$ cat src/differential_drive_mixer_unit_macros.svh
// Assertion macros for the differential drive mixer RTL, used by ddm_queue.
// Each macro expects clk and rst in scope where it is used.
`ifndef DIFFERENTIAL_DRIVE_MIXER_UNIT_MACROS_SVH
`define DIFFERENTIAL_DRIVE_MIXER_UNIT_MACROS_SVH

// Same-cycle implication, checked outside reset
`define DDM_ASSERT_IMPL(label, ante, cons, msg) \
  label: assert property (@(posedge clk) disable iff (rst) (ante) |-> (cons)) \
    else $error(msg);

// Next-cycle implication, checked outside reset
`define DDM_ASSERT_NEXT(label, ante, cons, msg) \
  label: assert property (@(posedge clk) disable iff (rst) (ante) |=> (cons)) \
    else $error(msg);

`endif

$ cat src/ddm_pkg.sv
// Package for the differential drive mixer: widths, constants, beat types
// and the divide-by-thousand helper. No dependencies.
`default_nettype none

package ddm_pkg;

  // Fixed-point unit: thousandths
  localparam int UNIT        = 1000;
  localparam int MAG_W       = 10;   // magnitudes up to 1000
  localparam int VAL_W       = 11;   // signed values -1000..1000
  localparam int DEN_W       = 11;   // |x|+|y| up to 2000
  localparam int NUM_W       = 20;   // |x|*1000 up to 1e6
  localparam int CORR_W      = 11;
  localparam int DUTY_W      = 11;
  localparam int PROD_W      = 21;   // products fed to the /1000 helper
  localparam int SUM_W       = 22;   // signed blend sums
  localparam int CMD_W       = 16;

  // Ratio divider: 10 quotient bits, two per pipeline stage
  localparam int Q_W            = 10;
  localparam int BITS_PER_STAGE = 2;
  localparam int DIV_STAGES     = Q_W / BITS_PER_STAGE;

  // Queue between front and back
  localparam int QDEPTH = 2;
  localparam int QPTR_W = 1;
  localparam int QCNT_W = 2;

  // Reciprocal of 1000: exact floor for every n below 2^21
  localparam logic [21:0] RECIP       = 22'd2147484;
  localparam int          RECIP_SHIFT = 31;

  // Configuration register indexes
  localparam int INDEX_W = 1;
  localparam logic [INDEX_W-1:0] REG_LEFT_CORR  = 1'd0;
  localparam logic [INDEX_W-1:0] REG_RIGHT_CORR = 1'd1;
  localparam logic [CORR_W-1:0]  CORR_RESET     = 11'd1000;

  // Classified command handed from front to back
  typedef struct packed {
    logic signed [VAL_W-1:0] x;
    logic [MAG_W-1:0]        ax;
    logic [MAG_W-1:0]        ay;
    logic [DEN_W-1:0]        den;
    logic [NUM_W-1:0]        num;
    logic                    x_pos;
    logic                    y_pos;
    logic                    y_neg;
  } cmd_t;

  // Motor driver result of one command
  typedef struct packed {
    logic              right_in_two;
    logic              right_in_one;
    logic [DUTY_W-1:0] right_duty;
    logic              left_in_two;
    logic              left_in_one;
    logic [DUTY_W-1:0] left_duty;
  } result_t;

  // floor(n / 1000) through a reciprocal multiply
  function automatic logic [DUTY_W-1:0] div_unit(input logic [PROD_W-1:0] n);
    logic [PROD_W+21:0] p;
    p = (PROD_W+22)'(n) * (PROD_W+22)'(RECIP);
    return p[RECIP_SHIFT +: DUTY_W];
  endfunction

endpackage

`default_nettype wire

$ cat src/ddm_front.sv
// Front end of the mixer: accepts a command beat, clamps and classifies it.
// Depends on ddm_pkg.
`default_nettype none

module ddm_front import ddm_pkg::*; #(
  parameter int FULL_SCALE = 1000
) (
  input  wire logic                     clk,
  input  wire logic                     rst,
  input  wire logic                     in_valid,
  output logic                          in_ready,
  input  wire logic signed [CMD_W-1:0]  turn_cmd,
  input  wire logic signed [CMD_W-1:0]  throttle_cmd,
  output logic                          out_valid,
  input  wire logic                     out_ready,
  output cmd_t                          out_cmd
);

  localparam logic signed [CMD_W-1:0] FS_POS = CMD_W'(FULL_SCALE);
  localparam logic signed [CMD_W-1:0] FS_NEG = -FS_POS;

  logic signed [CMD_W-1:0] x_clamp, y_clamp;
  logic signed [VAL_W-1:0] x, y, x_neg, y_neg;
  cmd_t                    cmd_next;
  logic                    load;

  // Clamp both commands to full scale
  always_comb begin
    if (turn_cmd > FS_POS)          x_clamp = FS_POS;
    else if (turn_cmd < FS_NEG)     x_clamp = FS_NEG;
    else                            x_clamp = turn_cmd;
    if (throttle_cmd > FS_POS)      y_clamp = FS_POS;
    else if (throttle_cmd < FS_NEG) y_clamp = FS_NEG;
    else                            y_clamp = throttle_cmd;
  end

  assign x     = x_clamp[VAL_W-1:0];
  assign y     = y_clamp[VAL_W-1:0];
  assign x_neg = -x;
  assign y_neg = -y;

  // Magnitudes, ratio operands and sign flags
  always_comb begin
    cmd_next.x     = x;
    cmd_next.ax    = x[VAL_W-1] ? x_neg[MAG_W-1:0] : x[MAG_W-1:0];
    cmd_next.ay    = y[VAL_W-1] ? y_neg[MAG_W-1:0] : y[MAG_W-1:0];
    cmd_next.den   = {1'b0, cmd_next.ax} + {1'b0, cmd_next.ay};
    cmd_next.num   = NUM_W'(cmd_next.ax) * NUM_W'(UNIT);
    cmd_next.x_pos = !x[VAL_W-1] && (x != '0);
    cmd_next.y_pos = !y[VAL_W-1] && (y != '0);
    cmd_next.y_neg = y[VAL_W-1];
  end

  // Holding register: free when empty or when the queue takes it
  assign in_ready = !out_valid || out_ready;
  assign load     = in_valid && in_ready;

  always_ff @(posedge clk) begin
    if (rst) begin
      out_valid <= 1'b0;
    end else if (in_ready) begin
      out_valid <= in_valid;
    end
  end

  always_ff @(posedge clk) begin
    if (load) begin
      out_cmd <= cmd_next;
    end
  end

endmodule

`default_nettype wire

$ cat src/ddm_queue.sv
// Short queue between the mixer front and back ends.
// Depends on ddm_pkg and the assertion macro header.
`default_nettype none
`include "differential_drive_mixer_unit_macros.svh"

module ddm_queue import ddm_pkg::*; (
  input  wire logic clk,
  input  wire logic rst,
  input  wire logic in_valid,
  output logic      in_ready,
  input  cmd_t      in_cmd,
  output logic      out_valid,
  input  wire logic out_ready,
  output cmd_t      out_cmd
);

  cmd_t              entries [QDEPTH];
  logic [QPTR_W-1:0] wr_ptr, rd_ptr;
  logic [QCNT_W-1:0] count;
  logic              push, pop;

  assign in_ready  = count != QCNT_W'(QDEPTH);
  assign out_valid = count != '0;
  assign push      = in_valid && in_ready;
  assign pop       = out_valid && out_ready;
  assign out_cmd   = entries[rd_ptr];

  // Pointers and fill count
  always_ff @(posedge clk) begin
    if (rst) begin
      wr_ptr <= '0;
      rd_ptr <= '0;
      count  <= '0;
    end else begin
      if (push) wr_ptr <= wr_ptr + 1'b1;
      if (pop)  rd_ptr <= rd_ptr + 1'b1;
      if (push && !pop)      count <= count + 1'b1;
      else if (!push && pop) count <= count - 1'b1;
    end
  end

  // Entry storage
  always_ff @(posedge clk) begin
    if (push) begin
      entries[wr_ptr] <= in_cmd;
    end
  end

  `DDM_ASSERT_IMPL(a_count_range, 1'b1, count <= QCNT_W'(QDEPTH), "queue count out of range")
  `DDM_ASSERT_NEXT(a_count_up, push && !pop, count == $past(count) + 2'd1, "count missed a push")
  `DDM_ASSERT_NEXT(a_count_down, !push && pop, count == $past(count) - 2'd1, "count missed a pop")
  `DDM_ASSERT_NEXT(a_count_hold, push == pop, count == $past(count), "count moved without cause")

endmodule

`default_nettype wire

$ cat src/ddm_back.sv
// Back end of the mixer: ratio divider, arc/tank blend and duty scaling,
// one stalling pipeline ending in the output register. Depends on ddm_pkg.
`default_nettype none

module ddm_back import ddm_pkg::*; (
  input  wire logic              clk,
  input  wire logic              rst,
  input  wire logic              in_valid,
  output logic                   in_ready,
  input  cmd_t                   in_cmd,
  input  wire logic [CORR_W-1:0] left_corr,
  input  wire logic [CORR_W-1:0] right_corr,
  output logic                   out_valid,
  input  wire logic              out_ready,
  output result_t                out_res
);

  typedef struct packed {
    cmd_t             cmd;
    logic [NUM_W-1:0] rem;
    logic [Q_W-1:0]   q;
  } div_t;

  localparam int QIDX_W = $clog2(Q_W);

  logic adv;

  // Whole pipeline moves unless the output register is full and held
  assign adv      = !out_valid || out_ready;
  assign in_ready = adv;

  // Restoring divider: |x|*1000 / (|x|+|y|), two quotient bits per stage
  div_t                  div_src [DIV_STAGES];
  div_t                  div_nxt [DIV_STAGES];
  div_t                  div_r   [DIV_STAGES];
  logic [DIV_STAGES-1:0] div_v;

  for (genvar s = 0; s < DIV_STAGES; s++) begin : g_div
    if (s == 0) begin : g_head
      assign div_src[s] = {in_cmd, in_cmd.num, Q_W'(0)};
    end else begin : g_link
      assign div_src[s] = div_r[s-1];
    end

    always_comb begin
      div_t               d;
      logic [NUM_W:0]     sh;
      logic [QIDX_W-1:0]  k;
      d = div_src[s];
      for (int j = 0; j < BITS_PER_STAGE; j++) begin
        k  = QIDX_W'(Q_W - 1 - (s * BITS_PER_STAGE + j));
        sh = (NUM_W+1)'(d.cmd.den) << k;
        if ({1'b0, d.rem} >= sh) begin
          d.rem  = NUM_W'({1'b0, d.rem} - sh);
          d.q[k] = 1'b1;
        end
      end
      div_nxt[s] = d;
    end

    always_ff @(posedge clk) begin
      if (adv) begin
        div_r[s] <= div_nxt[s];
      end
    end
  end

  // Divider valid flags
  always_ff @(posedge clk) begin
    if (rst) begin
      div_v <= '0;
    end else if (adv) begin
      div_v <= {div_v[DIV_STAGES-2:0], in_valid};
    end
  end

  // Stage A: slow-wheel product |y| * (1000 - t)
  div_t              div_last;
  logic [MAG_W-1:0]  t;
  logic              a_v;
  cmd_t              a_cmd;
  logic [NUM_W-1:0]  a_prod;

  assign div_last = div_r[DIV_STAGES-1];
  assign t        = (div_last.cmd.den == '0) ? '0 : div_last.q;

  always_ff @(posedge clk) begin
    if (adv) begin
      a_cmd  <= div_last.cmd;
      a_prod <= NUM_W'(div_last.cmd.ay) * (NUM_W'(UNIT) - NUM_W'(t));
    end
  end

  // Stage B: arc speeds with the sign of y, blend weight
  logic [DUTY_W-1:0]       slow_q;
  logic [MAG_W-1:0]        slow, l_mag, r_mag;
  logic signed [VAL_W-1:0] l_arc, r_arc;
  logic [MAG_W:0]          alpha2;
  logic                    b_v;
  logic signed [VAL_W-1:0] b_x, b_l_arc, b_r_arc;
  logic [MAG_W:0]          b_alpha;

  always_comb begin
    slow_q = div_unit(PROD_W'(a_prod));
    slow   = slow_q[MAG_W-1:0];
    l_mag  = a_cmd.x_pos ? a_cmd.ay : slow;
    r_mag  = a_cmd.x_pos ? slow : a_cmd.ay;
    if (a_cmd.y_pos) begin
      l_arc = VAL_W'(l_mag);
      r_arc = VAL_W'(r_mag);
    end else if (a_cmd.y_neg) begin
      l_arc = -VAL_W'(l_mag);
      r_arc = -VAL_W'(r_mag);
    end else begin
      l_arc = '0;
      r_arc = '0;
    end
    alpha2 = {a_cmd.ay, 1'b0};
  end

  always_ff @(posedge clk) begin
    if (adv) begin
      b_x     <= a_cmd.x;
      b_l_arc <= l_arc;
      b_r_arc <= r_arc;
      b_alpha <= (alpha2 > (MAG_W+1)'(UNIT)) ? (MAG_W+1)'(UNIT) : alpha2;
    end
  end

  // Stage C: blend sums alpha*arc + (1000-alpha)*tank
  logic signed [SUM_W-1:0] alpha_s, beta_s, x_s;
  logic                    c_v;
  logic signed [SUM_W-1:0] c_l_sum, c_r_sum;

  assign alpha_s = SUM_W'(signed'({1'b0, b_alpha}));
  assign beta_s  = SUM_W'(UNIT) - alpha_s;
  assign x_s     = SUM_W'(b_x);

  always_ff @(posedge clk) begin
    if (adv) begin
      c_l_sum <= alpha_s * SUM_W'(b_l_arc) + beta_s * x_s;
      c_r_sum <= alpha_s * SUM_W'(b_r_arc) - beta_s * x_s;
    end
  end

  // Stage D: targets, truncated toward zero, as sign and magnitude
  logic signed [SUM_W-1:0] l_abs, r_abs;
  logic [DUTY_W-1:0]       l_q, r_q;
  logic                    d_v;
  logic [MAG_W-1:0]        d_l_mag, d_r_mag;
  logic                    d_l_neg, d_r_neg;

  always_comb begin
    l_abs = c_l_sum[SUM_W-1] ? -c_l_sum : c_l_sum;
    r_abs = c_r_sum[SUM_W-1] ? -c_r_sum : c_r_sum;
    l_q   = div_unit(l_abs[PROD_W-1:0]);
    r_q   = div_unit(r_abs[PROD_W-1:0]);
  end

  always_ff @(posedge clk) begin
    if (adv) begin
      d_l_mag <= l_q[MAG_W-1:0];
      d_r_mag <= r_q[MAG_W-1:0];
      d_l_neg <= c_l_sum[SUM_W-1] && (l_q != '0);
      d_r_neg <= c_r_sum[SUM_W-1] && (r_q != '0);
    end
  end

  // Stage E: correction products, targets crossed onto the motors
  logic              e_v;
  logic [PROD_W-1:0] e_left_prod, e_right_prod;
  logic              e_left_neg, e_right_neg;

  always_ff @(posedge clk) begin
    if (adv) begin
      e_left_prod  <= PROD_W'(left_corr) * PROD_W'(d_r_mag);
      e_right_prod <= PROD_W'(right_corr) * PROD_W'(d_l_mag);
      e_left_neg   <= d_r_neg;
      e_right_neg  <= d_l_neg;
    end
  end

  // Output register: duty values and direction pins
  always_ff @(posedge clk) begin
    if (adv) begin
      out_res.left_duty    <= div_unit(e_left_prod);
      out_res.left_in_one  <= !e_left_neg;
      out_res.left_in_two  <= e_left_neg;
      out_res.right_duty   <= div_unit(e_right_prod);
      out_res.right_in_one <= !e_right_neg;
      out_res.right_in_two <= e_right_neg;
    end
  end

  // Valid chain behind the divider
  always_ff @(posedge clk) begin
    if (rst) begin
      a_v       <= 1'b0;
      b_v       <= 1'b0;
      c_v       <= 1'b0;
      d_v       <= 1'b0;
      e_v       <= 1'b0;
      out_valid <= 1'b0;
    end else if (adv) begin
      a_v       <= div_v[DIV_STAGES-1];
      b_v       <= a_v;
      c_v       <= b_v;
      d_v       <= c_v;
      e_v       <= d_v;
      out_valid <= e_v;
    end
  end

endmodule

`default_nettype wire

$ cat src/differential_drive_mixer_unit.sv
// Channel      | Dir | Fields (lowest bit up)
// s_axis       | in  | turn_cmd[15:0], throttle_cmd[31:16]
// m_axis       | out | left_in_one, left_in_two, left_duty[11], right_in_one,
//              |     | right_in_two, right_duty[11], zero pad to 32 bits
// cfg          | in  | cfg_index selects left_correction or right_correction
//
// One command per cycle sustained while result beats are taken; the ratio divider
// yields two quotient bits per stage. Synchronous reset clears all valids and the
// queue and sets both corrections to 1000. A held output beat stalls the back end
// as a whole; the two-entry queue and the front register keep taking beats
// until they fill.
// Top level of the differential drive mixer; depends on ddm_pkg, ddm_front,
// ddm_queue and ddm_back.
`default_nettype none

module differential_drive_mixer_unit import ddm_pkg::*; #(
  parameter int FULL_SCALE = 1000
) (
  input  wire logic               clk,
  input  wire logic               rst,
  // turn_cmd[15:0], throttle_cmd[31:16]
  input  wire logic [31:0]        s_axis_tdata,
  input  wire logic               s_axis_tvalid,
  output logic                    s_axis_tready,
  // left_in_one[0], left_in_two[1], left_duty[12:2], right_in_one[13],
  // right_in_two[14], right_duty[25:15], zero[31:26]
  output logic [31:0]             m_axis_tdata,
  output logic                    m_axis_tvalid,
  input  wire logic               m_axis_tready,
  input  wire logic               cfg_we,
  input  wire logic [INDEX_W-1:0] cfg_index,
  input  wire logic [CORR_W-1:0]  cfg_data
);

  logic [CORR_W-1:0] left_correction, right_correction;
  logic              f_valid, q_in_ready, q_valid, b_ready;
  cmd_t              f_cmd, q_cmd;
  result_t           res;

  // Correction registers
  always_ff @(posedge clk) begin
    if (rst) begin
      left_correction  <= CORR_RESET;
      right_correction <= CORR_RESET;
    end else if (cfg_we) begin
      case (cfg_index)
        REG_LEFT_CORR:  left_correction  <= cfg_data;
        REG_RIGHT_CORR: right_correction <= cfg_data;
        default: ;
      endcase
    end
  end

  ddm_front #(
    .FULL_SCALE(FULL_SCALE)
  ) u_front (
    .clk         (clk),
    .rst         (rst),
    .in_valid    (s_axis_tvalid),
    .in_ready    (s_axis_tready),
    .turn_cmd    (s_axis_tdata[15:0]),
    .throttle_cmd(s_axis_tdata[31:16]),
    .out_valid   (f_valid),
    .out_ready   (q_in_ready),
    .out_cmd     (f_cmd)
  );

  ddm_queue u_queue (
    .clk      (clk),
    .rst      (rst),
    .in_valid (f_valid),
    .in_ready (q_in_ready),
    .in_cmd   (f_cmd),
    .out_valid(q_valid),
    .out_ready(b_ready),
    .out_cmd  (q_cmd)
  );

  ddm_back u_back (
    .clk       (clk),
    .rst       (rst),
    .in_valid  (q_valid),
    .in_ready  (b_ready),
    .in_cmd    (q_cmd),
    .left_corr (left_correction),
    .right_corr(right_correction),
    .out_valid (m_axis_tvalid),
    .out_ready (m_axis_tready),
    .out_res   (res)
  );

  // Output beat packing
  assign m_axis_tdata = {6'b0, res.right_duty, res.right_in_two, res.right_in_one,
                         res.left_duty, res.left_in_two, res.left_in_one};

endmodule

`default_nettype wire

$ cat config.mk
export PLATFORM = sky130hd
export DESIGN_NAME = differential_drive_mixer_unit
export DESIGN_NICKNAME = d
export VERILOG_FILES = /design/src/ddm_pkg.sv /design/src/ddm_front.sv /design/src/ddm_queue.sv /design/src/ddm_back.sv /design/src/differential_drive_mixer_unit.sv
export VERILOG_INCLUDE_DIRS = /design/src /design/src/src
export SDC_FILE = /design/constraint.sdc
export NUM_CORES = 2
export LEC_CHECK = 0
export BUFFER_PORTS_ARGS = -buffer_cell sky130_fd_sc_hd__buf_2
export CAP_MARGIN = 30
export CORE_AREA = 5 5 529 401
export CTS_BUF_LIST = sky130_fd_sc_hd__clkbuf_8
export CTS_CLUSTER_DIAMETER = 30
export DETAILED_ROUTE_END_ITERATION = 6
export DIE_AREA = 0 0 534 406
export PLACE_DENSITY_LB_ADDON = 0.05
export SLEW_MARGIN = 10
export SYNTH_ARGS = -nofsm -noshare
export SYNTH_HDL_FRONTEND = slang
export SYNTH_SLANG_ARGS = --single-unit
$ cat constraint.sdc
create_clock -name clk -period 23.4 [get_ports clk]
set_input_delay 4.68 -clock clk [delete_from_list [all_inputs] [get_ports clk]]
set_output_delay 4.68 -clock clk [all_outputs]
set_load 0.02 [all_outputs]
==> flow_metrics.tcl <==
set metrics [dict create \
    cts_inserted_buffers 170 \
    grt_pass1_vias 54920 \
    cp_slowest_stage_delay_ns 0.67 \
    ios 83 \
    syn2layout_area_growth_pct 9.117 \
    grt_pass1_wl_um 309900 \
    period_minus_slack_ns 10.82 \
    vias 52840 \
    cts_tree "yes" \
    die_width_um 534 \
    synth_top_area_share_pct 24.64 \
    clockBufferDepth 4 \
    grt_usage_pct 17.97 \
    rows 145 \
    ys_warn_count 0 \
    finClkSkew_ns 0.1040 \
    ys_async_sr_fraction_pct 0 \
    cts_setup_buffers 0 \
    rsz0062_at_grt "false" \
    cp_slowest_cell "a2111oi_0" \
    die_h_um 406 \
    drc_errors 0 \
    htreeDepth 4 \
    fmax_mhz 92.40 \
    grt_max_degree 158 \
    numPortBuffers 76 \
    core_sq_um 206600 \
    cts.clk_slew.worst_paths_ns 0.06 \
    drv_slew 0 \
    crit_family "compound AO/OA/AOI/OAI gates" \
    reg2reg_depth 40 \
    drtIter0Drc 2719 \
    worstSkewPairLatency_ns 0.89 \
    worstHoldPathCells 0 \
    ys_types 88 \
    maxCapViolations 0 \
    initial_core_util_pct 39.67 \
    worst-path-stages 27 \
    dieArea_sq_um 216800 \
    hold_viol 0 \
    synth_common_cells "1767 x inv_1, 1344 x ha_1, 1009 x fa_1" \
    cp_common_cell "inv_1" \
    clockRootBuffer "clkbuf_8" \
    netlist.top_cell.by_area "fa_1" \
    cts_resized 0 \
    numClockSinks 684 \
    critPathLaunch "s_axis_tdata[5]" \
    critical_path_arrival_ns 11.48 \
    finalSetupTns_ns 0 \
    dr.pass1.iters 5 \
    hp-start "u_back.div_r[3][89]" \
    nets 10450 \
    path_class "in -> reg" \
    ys.flop_type "edfxtp_1" \
    antenna_left 0 \
    dpl.hpwl_um 155700 \
    syn_avg_cell_area_sq_um 10.38 \
    place_congestion 0.8322 \
    crit_fanout 7 \
    synth_area_sq_um 81970 \
    grt_antenna_before_repair 8 \
    cts.hold.buffers_added 0 \
    synth_area_leaders "fa_1 25%, edfxtp_1 24%, ha_1 21%, inv_1 8.1%, nand2_1 2.9%" \
    hold_class "reg -> reg" \
    cp-start-kind "input pin" \
    grt_overflow 0 \
    status "finished clean" \
    finalWirelength_um 190900 \
    synth_seq_area_share_pct 24.58 \
    cp.required_ns 24.06 \
    max_slew_margin_pct 30.00 \
    yosysMostFrequentCell "inv_1" \
    worst_pin_slew_ns 1.039 \
    ys_ff_latch 684 \
    period_share_pct 46.25 \
    syn_inst 7898 \
    cp-end-kind "flop" \
    wl_per_cell_um 17.52 \
    vias_per_cell 4.851 \
    setup_violations 0 \
    r2r_start "u_back.b_alpha[1]" \
    synth_edf_count 645 \
    layout-drive-gt1-share_pct 6.683 \
    path_buf_inv 6 \
]
layer usage:
| metal | wire length, um | GRT usage, % |
|---|---|---|
| met2 | 72320 | 24.15 |
| met5 | 0 | 0 |
| met1 | 106600 | 29.91 |
| met3 | 9089 | 2.943 |
| met4 | 2825 | 3.091 |
path summary, 6_finish.rpt:
kind,to,slack (ns)
hold / removal,u_back.div_r[4][89],0.34
setup reg to reg,u_back.c_r_sum[21],12.65
hold reg to reg,u_back.div_r[4][89],0.34
setup / recovery,u_front.out_cmd[22],12.58
sequential cells by signal (all words and copies together), names as in the netlist, 2 cells and up, named ones only:
signal	flops
u_back.div_r	271
u_queue.entries	102
u_front.out_cmd	51
u_back.out_res	26
u_back.a_cmd	24
u_back.c_l_sum	21
u_back.c_r_sum	21
u_back.e_left_prod	21
u_back.e_right_prod	21
u_back.a_prod	20
left_correction	11
right_correction	11
u_back.b_l_arc	11
u_back.b_r_arc	11
u_back.b_x	11
u_back.b_alpha	10
u_back.d_l_mag	10
u_back.d_r_mag	10
u_back.div_v	5
u_queue.count	2
stage by stage:
step | area [sq um] | std cells | setup WS, ns | hold slack, ns | util [%]
2_1_floorplan | 82000 | 7904 | 4.078 | 0.4003 | -
3_3_place_gp | 85500 | 10570 | 11.69 | 0.4013 | 41.38
3_5_place_dp | 85580 | 10580 | 11.65 | 0.4045 | 41.42
4_1_cts | 89290 | 10880 | 12.00 | 0.3148 | 43.21
5_1_grt | 89450 | 10890 | 11.98 | 0.3120 | 43.29
6_report | 89450 | 10890 | 12.58 | 0.3390 | 43.29
kinds of logic (layout without fill, tap and decap cells):
kind of cell,after synthesis,after routing,share of synthesized area (%)
fa+ha+maj,2353,2353,45.15
buf+inv,1947,2213,8.946
simple gates,1640,1640,9.799
compound gates,854,854,6.748
flops,684,684,24.58
xor+xnor,309,309,3.301
mux,110,110,1.467
other cells,1,10,0.004575
placed cells by master (no fill, tap or decap), drive strengths merged, types with 51 or more instances in the layout:
cell type / netlist / routed
inv: 1768 / 1791
ha: 1344 / 1344
fa: 1009 / 1009
edfxtp: 645 / 645
nand2: 635 / 635
and2: 302 / 302
nor2: 246 / 246
a21oi: 245 / 245
xnor2: 229 / 229
clkbuf: 162 / 177
o21ai: 175 / 175
buf: 15 / 145
a21o: 96 / 96
nor3: 83 / 83
mux2: 81 / 81
xor2: 80 / 80
nand3: 59 / 59
clkinv: 2 / 55
o21a: 52 / 52
nor2b: 51 / 51
worst reg2reg max path, delay by kind of cell (launching register included):
kind	cells	cell delay, ns
AO/OA/AOI/OAI	9	2.14
XOR/XNOR	3	1.16
adder cells (fa/ha/maj)	13	5.34
buffers and inverters	11	0.91
flip-flops	1	0.36
AND/OR/NAND/NOR	4	0.70
final cells by class:
class                   count  area, sq um
clock buffers             174         2395
repair buffers            148        994.7
fillers                 19820       117200
flip-flops and latches    684        20150
inverters                1770         6651
clock inverters           121         1315
multi-input cells        5273        54530
diodes                      3        7.507
well taps                2719         3402
Power is not shown: default switching activity piles up to over one toggle a cycle in this logic, so the estimate is an artifact.
